`config.mk`:
```
export PLATFORM = sky130hd
export DESIGN_NAME = multi_channel_timer_bank
export DESIGN_NICKNAME = d
export VERILOG_FILES = /design/src/design/mctb_pkg.sv /design/src/design/mctb_update.sv /design/src/design/multi_channel_timer_bank.sv
export SDC_FILE = /design/constraint.sdc
export NUM_CORES = 1
export LEC_CHECK = 0
export BUFFER_PORTS_ARGS = -buffer_cell sky130_fd_sc_hd__buf_2
export CORE_UTILIZATION = 46
export CTS_CLUSTER_DIAMETER = 120
export DETAILED_ROUTE_END_ITERATION = 16
export SLEW_MARGIN = 0
export SYNTH_ARGS = -nofsm -noshare
export SYNTH_HDL_FRONTEND = slang
export SYNTH_SLANG_ARGS = --single-unit
```
`constraint.sdc`:
```
create_clock -name i_clk -period 23 [get_ports i_clk]
set_clock_uncertainty 0.05 [all_clocks]
set_input_delay 4.6 -clock i_clk [delete_from_list [all_inputs] [get_ports i_clk]]
set_output_delay 4.6 -clock i_clk [all_outputs]
set_load 0.005 [all_outputs]
```
`src/design/mctb_pkg.sv`:
```
// ---------------------------------------------------------------------------
// mctb_pkg
// Shared types and constants for the multi-channel timer bank: command
// codes, count modes, the input and result words and the per-channel record.
// ---------------------------------------------------------------------------
package mctb_pkg;

    localparam int CHANNELS    = 8;
    localparam int CH_W        = (CHANNELS > 1) ? $clog2(CHANNELS) : 1;
    localparam int MAX_RESULTS = 8;
    localparam int CNT_W       = $clog2(MAX_RESULTS + 1);
    localparam int FCH_W       = 3;

    localparam logic [31:0] ALL_ONES   = 32'hFFFF_FFFF;
    localparam logic [31:0] MIN_PERIOD = 32'd2;

    typedef logic [CH_W-1:0] t_ch;

    typedef enum logic [3:0] {
        MODE_TICK      = 4'd0,
        MODE_ALLOC     = 4'd1,
        MODE_RELEASE   = 4'd2,
        MODE_CONFIG    = 4'd3,
        MODE_ENABLE    = 4'd4,
        MODE_DISABLE   = 4'd5,
        MODE_START     = 4'd6,
        MODE_STOP      = 4'd7,
        MODE_HANDLER   = 4'd8,
        MODE_CLR_COUNT = 4'd9,
        MODE_PENDING   = 4'd10,
        MODE_CLR_PEND  = 4'd11,
        MODE_READ      = 4'd12
    } t_mode;

    typedef enum logic [1:0] {
        CM_ONESHOT  = 2'd0,
        CM_PERIODIC = 2'd1,
        CM_COMPARE  = 2'd2,
        CM_FREE     = 2'd3
    } t_cmode;

    typedef struct packed {
        logic [3:0]  mode;
        logic [7:0]  channel;
        logic [1:0]  count_mode;
        logic [31:0] period;
        logic        enable_on_config;
        logic        handler_present;
    } t_in;

    typedef struct packed {
        logic             status;
        logic [31:0]      value;
        logic             fired;
        logic [FCH_W-1:0] fired_channel;
        logic             callback_event;
        logic             last;
    } t_out;

    typedef struct packed {
        logic [1:0]  count_mode;
        logic [31:0] period;
        logic [31:0] count;
        logic        enabled;
        logic        running;
        logic        in_error;
        logic        pending;
        logic        overflowed;
    } t_entry;

    localparam t_entry ENTRY_CLEAR = '{
        count_mode: 2'd0,
        period:     32'd0,
        count:      32'd0,
        enabled:    1'b0,
        running:    1'b0,
        in_error:   1'b1,
        pending:    1'b0,
        overflowed: 1'b0
    };

    typedef struct packed {
        t_entry      entry;
        logic        mem_we;
        logic        status;
        logic [31:0] value;
        logic        expire;
        logic        alloc_we;
        logic        alloc_val;
        logic        hnd_we;
        logic        hnd_val;
    } t_upd;

endpackage

```
`src/design/mctb_update.sv`:
```
// ---------------------------------------------------------------------------
// mctb_update
// Modify stage of the read-modify-write loop: given one channel record as
// read from the channel memory, work out the record to write back and the
// result of a tick step or of a command.
// ---------------------------------------------------------------------------
module mctb_update
    import mctb_pkg::*;
(
    input  logic   i_tick,
    input  t_in    i_item,
    input  t_ch    i_idx,
    input  t_entry i_entry,
    input  logic   i_alloc,
    input  logic   i_handler,
    input  logic   i_free_found,
    output t_upd   o_upd
);

    always_comb begin
        t_entry      e;
        t_upd        u;
        logic [31:0] cnt1;
        logic        in_rng;

        e      = i_entry;
        u      = '0;
        u.status = 1'b1;
        cnt1   = i_entry.count + 32'd1;
        in_rng = i_item.channel < 8'(CHANNELS);

        if (i_tick) begin
            u.mem_we = 1'b1;
            u.status = 1'b0;
            if (i_alloc && e.enabled && !e.in_error && e.running) begin
                e.count = cnt1;
                if (cnt1 == ALL_ONES) begin
                    e.overflowed = 1'b1;
                end
                case (t_cmode'(e.count_mode))
                    CM_ONESHOT: begin
                        if (cnt1 >= e.period) begin
                            u.expire  = 1'b1;
                            e.running = 1'b0;
                            e.count   = '0;
                        end
                    end
                    CM_PERIODIC: begin
                        if (cnt1 == e.period) begin
                            u.expire = 1'b1;
                            e.count  = '0;
                        end
                    end
                    CM_COMPARE: begin
                        if (cnt1 == e.period) begin
                            u.expire = 1'b1;
                        end
                    end
                    default: ;
                endcase
                // a handler consumes the expiry, so pending stays clear
                if (u.expire) begin
                    e.pending = !i_handler;
                end
            end
        end else if (t_mode'(i_item.mode) == MODE_ALLOC) begin
            if (i_free_found) begin
                e           = ENTRY_CLEAR;
                u.mem_we    = 1'b1;
                u.alloc_we  = 1'b1;
                u.alloc_val = 1'b1;
                u.status    = 1'b0;
                u.value     = 32'(i_idx);
            end
        end else if (in_rng) begin
            case (t_mode'(i_item.mode))
                MODE_RELEASE: begin
                    e           = ENTRY_CLEAR;
                    u.mem_we    = 1'b1;
                    u.alloc_we  = 1'b1;
                    u.alloc_val = 1'b0;
                    u.status    = 1'b0;
                end
                MODE_CONFIG: begin
                    if (i_alloc) begin
                        u.mem_we     = 1'b1;
                        e.in_error   = 1'b0;
                        e.count_mode = i_item.count_mode;
                        if (t_cmode'(i_item.count_mode) == CM_FREE) begin
                            e.period = '0;
                        end else begin
                            e.period   = i_item.period;
                            e.in_error = (i_item.period < MIN_PERIOD);
                        end
                        if (!e.in_error) begin
                            if (i_item.enable_on_config) begin
                                e.enabled = 1'b1;
                            end
                            u.status = 1'b0;
                        end
                    end
                end
                MODE_ENABLE: begin
                    if (i_alloc && !e.in_error) begin
                        u.mem_we  = 1'b1;
                        e.enabled = 1'b1;
                        u.status  = 1'b0;
                    end
                end
                MODE_DISABLE: begin
                    if (i_alloc) begin
                        u.mem_we  = 1'b1;
                        e.enabled = 1'b0;
                        u.status  = 1'b0;
                    end
                end
                MODE_START: begin
                    if (i_alloc) begin
                        u.mem_we = 1'b1;
                        if (!e.in_error) begin
                            e.enabled = 1'b1;
                        end
                        // an enabled channel in error still starts
                        if (e.enabled) begin
                            e.running = 1'b1;
                            u.status  = 1'b0;
                        end
                    end
                end
                MODE_STOP: begin
                    if (i_alloc) begin
                        u.mem_we  = 1'b1;
                        e.running = 1'b0;
                        u.status  = 1'b0;
                    end
                end
                MODE_HANDLER: begin
                    if (i_alloc) begin
                        u.hnd_we  = 1'b1;
                        u.hnd_val = i_item.handler_present;
                        u.status  = 1'b0;
                    end
                end
                MODE_CLR_COUNT: begin
                    u.mem_we = 1'b1;
                    e.count  = '0;
                    u.status = 1'b0;
                end
                MODE_PENDING: begin
                    u.value  = {31'd0, e.pending};
                    u.status = 1'b0;
                end
                MODE_CLR_PEND: begin
                    u.mem_we  = 1'b1;
                    e.pending = 1'b0;
                    u.status  = 1'b0;
                end
                MODE_READ: begin
                    u.value  = e.count;
                    u.status = 1'b0;
                end
                default: ;
            endcase
        end

        u.entry = e;
        o_upd   = u;
    end

endmodule

```
`src/design/multi_channel_timer_bank.sv`:
```
// ---------------------------------------------------------------------------
// multi_channel_timer_bank
// Bank of 32-bit timers with one-shot, periodic, compare-continue and
// free-run modes, driven by tick words and command words.
// ---------------------------------------------------------------------------
// Channel records (mode, period, count and flags) live in one memory with
// a write port and a registered read port; allocation and handler marks sit
// in flops. A command word is accepted in idle, its record is read into a
// register, and in the modify state its result word is loaded into the
// output register. A tick word sweeps the memory one channel per cycle while
// no earlier expiry word is held back by the output side, reading the next
// channel while writing back the current one. The input stays stalled until
// the block is back in idle, and a stalled output holds result words back.
// One result word is emitted per expiring channel in ascending
// order (at most MAX_RESULTS), or one word with fired low when none expires;
// the final word of every input word carries last. No clearing pass is
// needed after reset.
module multi_channel_timer_bank
    import mctb_pkg::*;
(
    input  logic i_clk,
    input  logic i_rst_n,
    input  logic i_in_valid,
    output logic o_in_stall,
    input  t_in  i_in_word,
    output logic o_out_valid,
    input  logic i_out_stall,
    output t_out o_out_word
);

    typedef enum logic [2:0] {
        S_IDLE = 3'b001,
        S_MOD  = 3'b010,
        S_FIN  = 3'b100
    } t_state;

    localparam t_ch LAST_CH = t_ch'(CHANNELS - 1);

    // channel memory and its read port
    t_entry              r_mem [CHANNELS];
    logic [CHANNELS-1:0] r_valid;
    t_entry              r_rd;
    logic                r_rd_valid;

    logic [CHANNELS-1:0] r_alloc;
    logic [CHANNELS-1:0] r_handler;

    t_state           r_state, n_state;
    t_in              r_item, n_item;
    t_ch              r_addr, n_addr;
    logic             r_free_found, n_free_found;
    logic             r_hold_valid, n_hold_valid;
    logic [FCH_W-1:0] r_hold_ch, n_hold_ch;
    logic             r_hold_cb, n_hold_cb;
    logic [CNT_W-1:0] r_nrep, n_nrep;
    logic             r_out_valid;
    t_out             r_out;

    logic   rd_en;
    t_ch    rd_addr;
    logic   wr_en;
    logic   commit;
    logic   out_load;
    t_out   out_word;
    logic   out_free;
    logic   is_tick;
    logic   report;
    logic   push;
    t_ch    free_idx;
    logic   free_found;
    t_entry entry;
    t_upd   upd;

    // lowest free channel
    always_comb begin
        free_idx   = '0;
        free_found = 1'b0;
        for (int i = CHANNELS - 1; i >= 0; i--) begin
            if (!r_alloc[i]) begin
                free_idx   = t_ch'(i);
                free_found = 1'b1;
            end
        end
    end

    assign entry    = r_rd_valid ? r_rd : ENTRY_CLEAR;
    assign is_tick  = (t_mode'(r_item.mode) == MODE_TICK);
    assign out_free = !r_out_valid || !i_out_stall;

    mctb_update u_update (
        .i_tick       (is_tick),
        .i_item       (r_item),
        .i_idx        (r_addr),
        .i_entry      (entry),
        .i_alloc      (r_alloc[r_addr]),
        .i_handler    (r_handler[r_addr]),
        .i_free_found (r_free_found),
        .o_upd        (upd)
    );

    assign report = upd.expire && (r_nrep < CNT_W'(MAX_RESULTS));
    assign push   = report && r_hold_valid;

    always_comb begin
        n_state      = r_state;
        n_item       = r_item;
        n_addr       = r_addr;
        n_free_found = r_free_found;
        n_hold_valid = r_hold_valid;
        n_hold_ch    = r_hold_ch;
        n_hold_cb    = r_hold_cb;
        n_nrep       = r_nrep;
        rd_en        = 1'b0;
        rd_addr      = r_addr;
        wr_en        = 1'b0;
        commit       = 1'b0;
        out_load     = 1'b0;
        out_word     = '0;

        case (r_state)
            S_IDLE: begin
                if (i_in_valid) begin
                    n_item = i_in_word;
                    rd_en  = 1'b1;
                    if (t_mode'(i_in_word.mode) == MODE_TICK) begin
                        rd_addr = '0;
                    end else if (t_mode'(i_in_word.mode) == MODE_ALLOC) begin
                        rd_addr = free_idx;
                    end else begin
                        rd_addr = i_in_word.channel[CH_W-1:0];
                    end
                    n_addr       = rd_addr;
                    n_free_found = free_found;
                    n_hold_valid = 1'b0;
                    n_nrep       = '0;
                    n_state      = S_MOD;
                end
            end
            S_MOD: begin
                if (is_tick) begin
                    // hold the sweep while an earlier expiry word cannot leave
                    if (!push || out_free) begin
                        wr_en  = upd.mem_we;
                        commit = 1'b1;
                        if (push) begin
                            out_load                = 1'b1;
                            out_word.fired          = 1'b1;
                            out_word.fired_channel  = r_hold_ch;
                            out_word.callback_event = r_hold_cb;
                        end
                        if (report) begin
                            n_hold_valid = 1'b1;
                            n_hold_ch    = FCH_W'(r_addr);
                            n_hold_cb    = r_handler[r_addr];
                            n_nrep       = r_nrep + CNT_W'(1);
                        end
                        if (r_addr == LAST_CH) begin
                            n_state = S_FIN;
                        end else begin
                            n_addr  = r_addr + t_ch'(1);
                            rd_en   = 1'b1;
                            rd_addr = n_addr;
                        end
                    end
                end else if (out_free) begin
                    wr_en          = upd.mem_we;
                    commit         = 1'b1;
                    out_load       = 1'b1;
                    out_word.status = upd.status;
                    out_word.value  = upd.value;
                    out_word.last   = 1'b1;
                    n_state         = S_IDLE;
                end
            end
            S_FIN: begin
                if (out_free) begin
                    out_load      = 1'b1;
                    out_word.last = 1'b1;
                    if (r_hold_valid) begin
                        out_word.fired          = 1'b1;
                        out_word.fired_channel  = r_hold_ch;
                        out_word.callback_event = r_hold_cb;
                    end
                    n_hold_valid = 1'b0;
                    n_state      = S_IDLE;
                end
            end
            default: begin
                n_state = S_IDLE;
            end
        endcase
    end

    // channel memory: one write and one registered read per cycle
    always_ff @(posedge i_clk) begin
        if (wr_en) begin
            r_mem[r_addr] <= upd.entry;
        end
        if (rd_en) begin
            r_rd       <= r_mem[rd_addr];
            r_rd_valid <= r_valid[rd_addr];
        end
    end

    always_ff @(posedge i_clk) begin
        if (!i_rst_n) begin
            r_state      <= S_IDLE;
            r_valid      <= '0;
            r_alloc      <= '0;
            r_handler    <= '0;
            r_hold_valid <= 1'b0;
            r_nrep       <= '0;
            r_out_valid  <= 1'b0;
        end else begin
            r_state      <= n_state;
            r_hold_valid <= n_hold_valid;
            r_nrep       <= n_nrep;
            if (wr_en) begin
                r_valid[r_addr] <= 1'b1;
            end
            if (commit && upd.alloc_we) begin
                r_alloc[r_addr] <= upd.alloc_val;
            end
            if (commit && upd.hnd_we) begin
                r_handler[r_addr] <= upd.hnd_val;
            end
            if (out_load) begin
                r_out_valid <= 1'b1;
            end else if (!i_out_stall) begin
                r_out_valid <= 1'b0;
            end
        end
    end

    always_ff @(posedge i_clk) begin
        r_item       <= n_item;
        r_addr       <= n_addr;
        r_free_found <= n_free_found;
        r_hold_ch    <= n_hold_ch;
        r_hold_cb    <= n_hold_cb;
        if (out_load) begin
            r_out <= out_word;
        end
    end

    assign o_in_stall  = (r_state != S_IDLE);
    assign o_out_valid = r_out_valid;
    assign o_out_word  = r_out;

endmodule
```
---- Word-level counts from Yosys, hierarchy flattened ----
Memories as Yosys holds them, arrays and structs flattened. A register that Yosys moved wholly into a read port is not among the register bits.
Cells that the tools add are included.
cells by class
  add/sub/neg operators ................... 3
  order comparisons ....................... 7
  equal/unequal tests ..................... 31
  muxes and demuxes ....................... 150
  bitwise gates (word level) .............. 3
  reductions and logical operators ........ 34
operators by type and width
  cell                                                         number
  2-to-1 mux 71 bit                                            4
  2-to-1 mux 32 bit                                            6
  2-to-1 mux 34 bit                                            5
  case mux 32 bit (2 select lines)                             2
  2-to-1 mux 1 bit                                             69
  case mux 34 bit (2 select lines)                             1
  2-to-1 mux 3 bit                                             19
  adder 32 x 1 -> 32 bit, second input constant                1
  equality test 32 bit                                         1
  equality test 32 bit, second input constant                  1
  greater-or-equal comparator 32 bit                           1
  less-than comparator 32 x 2 -> 1 bit, second input constant  1
  2-to-1 mux 2 bit                                             14
  2-to-1 mux 4 bit                                             6
  equality test 4 bit, second input constant                   5
  2-to-1 mux 5 bit                                             4
  bitwise mux 8 bit                                            2
  equality test 4 x 3 -> 1 bit, second input constant          4
  case mux 6 bit (2 select lines)                              1
  != test 2 bit, second input constant                         5
  case mux 1 bit (5 select lines)                              2
  binary-select mux 1 bit (select 3 bit)                       3
  logical AND 1 bit                                            9
  case mux 3 bit (3 select lines)                              1
  40 further kinds                                             61
word-level totals
  bits in registers ....................... 129
  memory bits (writable) .................. 568
  input bits .............................. 52
  output and inout bits ................... 41
  memories ................................ 1
memory list
  memory  words  width  rd ports  clocked after memory_dff  write ports  line                            source
  r_mem   8      71     1         1                         1            multi_channel_timer_bank.sv:40  t_entry r_mem [CHANNELS];

---- Depth between registers and ports, before layout ----
  depth after elaboration ................. 18
  mapped depth ............................ 29
  depth with buffers taken out ............ 21

---- By module ----
Synthesis repeated with hierarchy kept, for this count alone.
second synthesis, totals
  cells, all modules ...................... 2202
  area, all modules ....................... 33407.0 um^2
by module, submodules not included
  module                    times used  cells an instance  area an instance (um^2)  seq. area each (um^2)
  multi_channel_timer_bank  1           1598               29614.7                  22701.8
  mctb_update               1           604                3792.4                   0.0

---- Worst setup path before layout ----
Ideal clock, no wire load.
  kind .................................... flip-flop to flip-flop
  start point ............................. reg r_rd_valid
  end point ............................... mem r_mem[1][10] (netlist name) (enable)
  data arrival time ....................... 12.527 ns
  data required time ...................... 22.276 ns
  path slack .............................. 9.749 ns
  cell stages (with the launch flop) ...... 26
  path buffers ............................ 7
  clock period less this slack ............ 13.251 ns
  path through ............................ edfxtp_1 -> buf_2 -> clkbuf_1 -> clkbuf_1 -> clkbuf_1 -> clkbuf_1 -> and2_1 -> ha_1 -> nand4_4 -> or4_1 -> or4_1 -> clkbuf_1 -> nor3_1 -> nand2_1 -> nor2_1 -> xnor2_1 -> ha_1 -> nand4_1 -> nor4_1 -> and4_1 -> o2111a_1 -> o31ai_2 -> nor4_1 -> o21a_1 -> clkbuf_1 -> nor4_1
on the way
  longest elaborated chain between the ends .. 18
  elaborated cells between the ends (all ways) .. 35
  those cells by class .................... add/sub: 1; order compare: 1; eq/ne: 3; mux: 19; reduce/logical: 11
ends and longest elaborated chain
  what                                                                        line                                                     source
  start, declared                                                             multi_channel_timer_bank.sv:43                           logic r_rd_valid;
  start signal, assigned                                                      multi_channel_timer_bank.sv:201                          r_rd_valid <= r_valid[rd_addr];
  2-to-1 mux 71 bit *                                                         multi_channel_timer_bank.sv:86                           assign entry = r_rd_valid ? r_rd : ENTRY_CLEAR;
  adder 32 x 1 -> 32 bit                                                      mctb_update.sv:29                                        cnt1 = i_entry.count + 32'd1;
  greater-or-equal comparator 32 bit or equality test 32 bit (tied branches)  mctb_update.sv:42, mctb_update.sv:49, mctb_update.sv:55
  2-to-1 mux 1 bit, on equally long branches                                  mctb_update.sv:42, mctb_update.sv:49, mctb_update.sv:55
  case mux 1 bit (2 select lines)                                             mctb_update.sv:40                                        case (t_cmode'(e.count_mode))
  2-to-1 mux 1 bit                                                            mctb_update.sv:35                                        if (i_alloc && e.enabled && !e.in_error && e.running) begin
  2-to-1 mux 1 bit                                                            mctb_update.sv:32                                        if (i_tick) begin
  2-to-1 mux 1 bit                                                            mctb_update.sv:35
  [2 not listed]                                                              -
  logical AND 1 bit                                                           multi_channel_timer_bank.sv:102                          assign push = report && r_hold_valid;
  logical NOT 1 bit                                                           multi_channel_timer_bank.sv:142                          if (!push || out_free) begin
  logical OR 1 bit                                                            multi_channel_timer_bank.sv:142
  2-to-1 mux 1 bit                                                            multi_channel_timer_bank.sv:142
  2-to-1 mux 1 bit *                                                          multi_channel_timer_bank.sv:140                          if (is_tick) begin
  2-to-1 mux 1 bit *                                                          multi_channel_timer_bank.sv:120                          case (r_state)
  2-to-1 mux 1 bit *                                                          multi_channel_timer_bank.sv:196                          if (wr_en) begin
  2-to-1 mux 1 bit (not written as such) *                                    multi_channel_timer_bank.sv:197                          r_mem[r_addr] <= upd.entry;
  end, declared                                                               multi_channel_timer_bank.sv:40
Every way passes the cells marked *; elsewhere a longest branch is shown, timed or not. The select of a mux whose other input is x is not followed.

---- Worst setup path after layout ----
  start point ............................. reg r_rd_valid
  end point ............................... reg, netlist name r_rd[57]
on the way
  longest elaborated chain between the ends .. 16
  elaborated cells between the ends (all ways) .. 29
  those cells by class .................... add/sub: 1; order compare: 1; eq/ne: 3; mux: 14; reduce/logical: 10
ends and longest elaborated chain
  what                                                                                line                                                     source
  2-to-1 mux 71 bit *                                                                 multi_channel_timer_bank.sv:86
  adder 32 x 1 -> 32 bit                                                              mctb_update.sv:29
  greater-or-equal comparator 32 bit or equality test 32 bit (tied branches)          mctb_update.sv:42, mctb_update.sv:49, mctb_update.sv:55
  2-to-1 mux 1 bit, on equally long branches                                          mctb_update.sv:42, mctb_update.sv:49, mctb_update.sv:55
  case mux 1 bit (2 select lines)                                                     mctb_update.sv:40
  2-to-1 mux 1 bit                                                                    mctb_update.sv:35
  2-to-1 mux 1 bit                                                                    mctb_update.sv:32
  2-to-1 mux 1 bit *                                                                  mctb_update.sv:35
  2-to-1 mux 1 bit *                                                                  mctb_update.sv:32
  logical AND 1 bit *                                                                 multi_channel_timer_bank.sv:101                          assign report = upd.expire && (r_nrep < CNT_W'(MAX_RESULTS));
  logical AND 1 bit *                                                                 multi_channel_timer_bank.sv:102
  logical NOT 1 bit *                                                                 multi_channel_timer_bank.sv:142
  logical OR 1 bit *                                                                  multi_channel_timer_bank.sv:142
  2-to-1 mux 3 bit or 2-to-1 mux 1 bit (tied branches)                                -
  2-to-1 mux 3 bit or 2-to-1 mux 1 bit (tied branches)                                multi_channel_timer_bank.sv:140
  case mux 3 bit (2 select lines) or case mux 1 bit (2 select lines) (tied branches)  -
Marked as above.
A chain may end at the register's enable or synchronous reset.

==> impl_metrics.yaml <==
floorplan:
  initial_core_util: 0.468
  die_y_um: 270
  core_area_um2: 70500
  std_cell_rows: 97
  die_w_um: 270
  dieArea_um2: 72800
  io-pin-count: 93
sta:
  finalSetupTns_ns: 0
  fmax_mhz: 102
  max_slew_margin: 0.229
  worst_pin_slew_ns: 1.16
  fin_crit_sh: 0.425
  hold_viol_final: 0
  rsz0062_at_grt: "no"
  period_minus_slack_ns: 9.77
  slew_violations: 0
  setup_viol: 0
clock_tree:
  cts.repair.resized: 0
  clock_latency_ns: 0.62
  clk_pin_slew_ns: 0.06
  cts_tree: "done"
  htree_levels: 3
  cts_root_buffer: "clkbuf_16"
  cts.sinks: 756
  clockBufferDepth: 3
  ctsHoldBuffers: 0
  postCtsSetupRepairBufs: 0
  cts_buffers: 80
synthesis:
  synth_area_leaders: "edfxtp_1, mux2i_1, dfxtp_1"
  synth_cells: 2163
  synth_nets: 2252
  yosysWarnings: 0
  synth_edf_count: 720
  synth_top_flop_cell: "edfxtp_1"
  yosys.area.top_type: "edfxtp_1"
  synth.avg_cell_area_um2: 15.2
  ys_seq_area_frac: 0.678
  synthDominantCellAreaShare: 0.656
  ys_types: 78
  ys_ff_latch: 756
  synth_area_um2: 33000
  async_reset_ff_frac: 0
layout:
  final_cell_area_um2: 36800
  fin_util: 0.522
  mostFrequentLayoutCell: "edfxtp_1"
  mostFrequentLayoutCells: "edfxtp_1, mux2i_1, nand2_1, buf_2, nor2_1"
  layout.nets: 2341
  insertedDiodeCount: 0
  syn_to_final_growth_pct: 11.7
  fillers: 5798
  drive_gt1_frac: 0.146
pwr:
  leakagePower_nw: 13.1
  p_per_area_nw_per_um2: 87.5
  fin_total_pwr_mw: 3.22
  ir_drop_mv: 0.0761
worst_setup_path:
  rr_startpoint: "r_rd_valid"
  critPathCaptureType: "flop"
  rr_endpoint: "r_rd[57]"
  r2r_slack_ns: 13.23
  cp_max_fo: 65
  crit_required_ns: 23.31
  startpoint_type: "flop"
  arrival_ns: 10.08
  reg2reg_depth: 23
  critical_path_class: "reg2reg"
grt:
  antenna_found_initial: 0
  gr-total-overflow: 0
  grt_max_degree: 141
  grt_use_total: 0.219
  grt_pass1_wl_um: 120000
  grt_pass1_vias: 18900
routing:
  ant_nets: 0
  wirelength_um: 80500
  wl_per_cell_um: 24.7
  via_per_inst: 5.87
  dr.pass1.iters: 7
  vias: 19100
  drc: 0
  drt_iter0_drc: 1555
worst_hold_path:
  min-delay-start: "r_handler[1]"
  holdCritPathClass: "reg2reg"
  min_to: "r_handler[1]"
  holdPathStages: 2
place:
  io_buffers: 92
  dp_hpwl_um: 45600
  dpl_cell_area_um2: 34300
  place_congestion: 0.872
job:
  cap_violations: 0
outcome:
  status: "finished, final reports clean"
## synthesized netlist by cell type (11+ instances only)
cell type and n:
a21oi_1 60, a31oi_1 13, a32o_1 19, a32oi_1 17, and2_1 15, and3_1 11, buf_2 27, clkbuf_1 62
dfxtp_1 36, edfxtp_1 720, ha_1 37, inv_1 20, mux2_2 63, mux2i_1 433, nand2_1 146, nand3_1 32
nand4_1 20, nor2_1 90, nor3_1 26, nor4_1 22, o21a_1 18, o21ai_0 41, o22ai_1 47, xnor2_1 13
xor2_1 12
## worst max-delay path by stage
stage / slack, ns / to / cells past startpoint / start
after CTS: 13.24 / r_rd[61] / 23 / r_rd_valid
after global placement: 13.37 / r_rd[32] / 23 / r_rd_valid
final: 13.23 / r_rd[57] / 23 / r_rd_valid
after detailed placement: 13.28 / r_rd[32] / 23 / r_rd_valid
after global routing: 12.68 / r_rd[57] / 23 / r_rd_valid
after floorplan: 9.75 / r_mem[1][10] / 25 / r_rd_valid
## flip-flops by register name, summed over array words and instances (netlist names), 4 cells and up
name / flops
r_rd: 70
r_item: 45
r_nrep: 4
r_mem: 560
r_alloc: 8
r_valid: 8
r_handler: 8
o_out_word: 39
## power by group
| group | switching [mW] | total [mW] | internal [mW] |
|---|---|---|---|
| clock network | 0.517 | 1.26 | 0.746 |
| logic | 0.215 | 0.369 | 0.154 |
| registers | 0.0330 | 1.59 | 1.56 |
## cell families (layout without fill, tap and decap cells)
| kind of cell | Yosys count | after routing | synth area share |
|---|---|---|---|
| buffers and inverters | 143 | 294 | 0.0244 |
| and+or+nand+nor | 418 | 418 | 0.0629 |
| adders and majority gates | 37 | 37 | 0.0140 |
| DFF | 756 | 756 | 0.678 |
| AOI/OAI and AO/OA | 279 | 279 | 0.0575 |
| muxes | 505 | 505 | 0.157 |
| xor gates and xnor gates | 25 | 25 | 0.00664 |
## per-layer routing
metal | wire length [µm] | vias to the layer above | global-route usage | share of wire
li1 | - | 8653 | - | -
met1 | 36300 | 9653 | 0.310 | 0.45
met2 | 37900 | 688 | 0.353 | 0.47
met3 | 4730 | 119 | 0.0356 | 0.059
met4 | 1560 | 0 | 0.0574 | 0.019
met5 | 0 | - | 0 | 0
## per-stage QoR
stage | hold WS (ns) | std cells | setup slack [ns]
after floorplan | 0.353 | 2163 | 9.75
after global placement | 0.394 | 3110 | 13.37
after detailed placement | 0.400 | 3110 | 13.28
after CTS | 0.412 | 3254 | 13.24
after global routing | 0.420 | 3254 | 12.68
final | 0.407 | 3254 | 13.23
## critical path, cell delays in order (launching register included)
cell,delay (ns)
edfxtp_1,0.32
buf_4,0.52
nand2_1,0.39
inv_1,0.25
ha_1,0.36
nand4_4,0.18
or4_1,0.59
or4_1,0.67
nor3_1,0.54
nand2_1,0.24
nor2_1,0.24
xnor2_1,0.12
ha_1,0.30
nand4_1,0.13
nor4_1,0.60
o21ai_0,0.20
a31oi_1,0.44
o31ai_2,0.23
o31a_1,0.42
o211ai_4,0.32
buf_4,0.88
buf_4,0.91
mux2i_1,0.20
mux2_2,0.30
## layout make-up
class	count	area, µm²	area share
Sequential cell	756	22300	0.607
Multi-Input combinational cell	1264	9920	0.269
Clock inverter	41	385	0.0105
Timing Repair Buffer	129	751	0.0204
Clock buffer	103	2170	0.0590
Inverter	21	80.1	0.00217
Tap cell	940	1180	0.0319
Power figures use the tool's default switching activity.
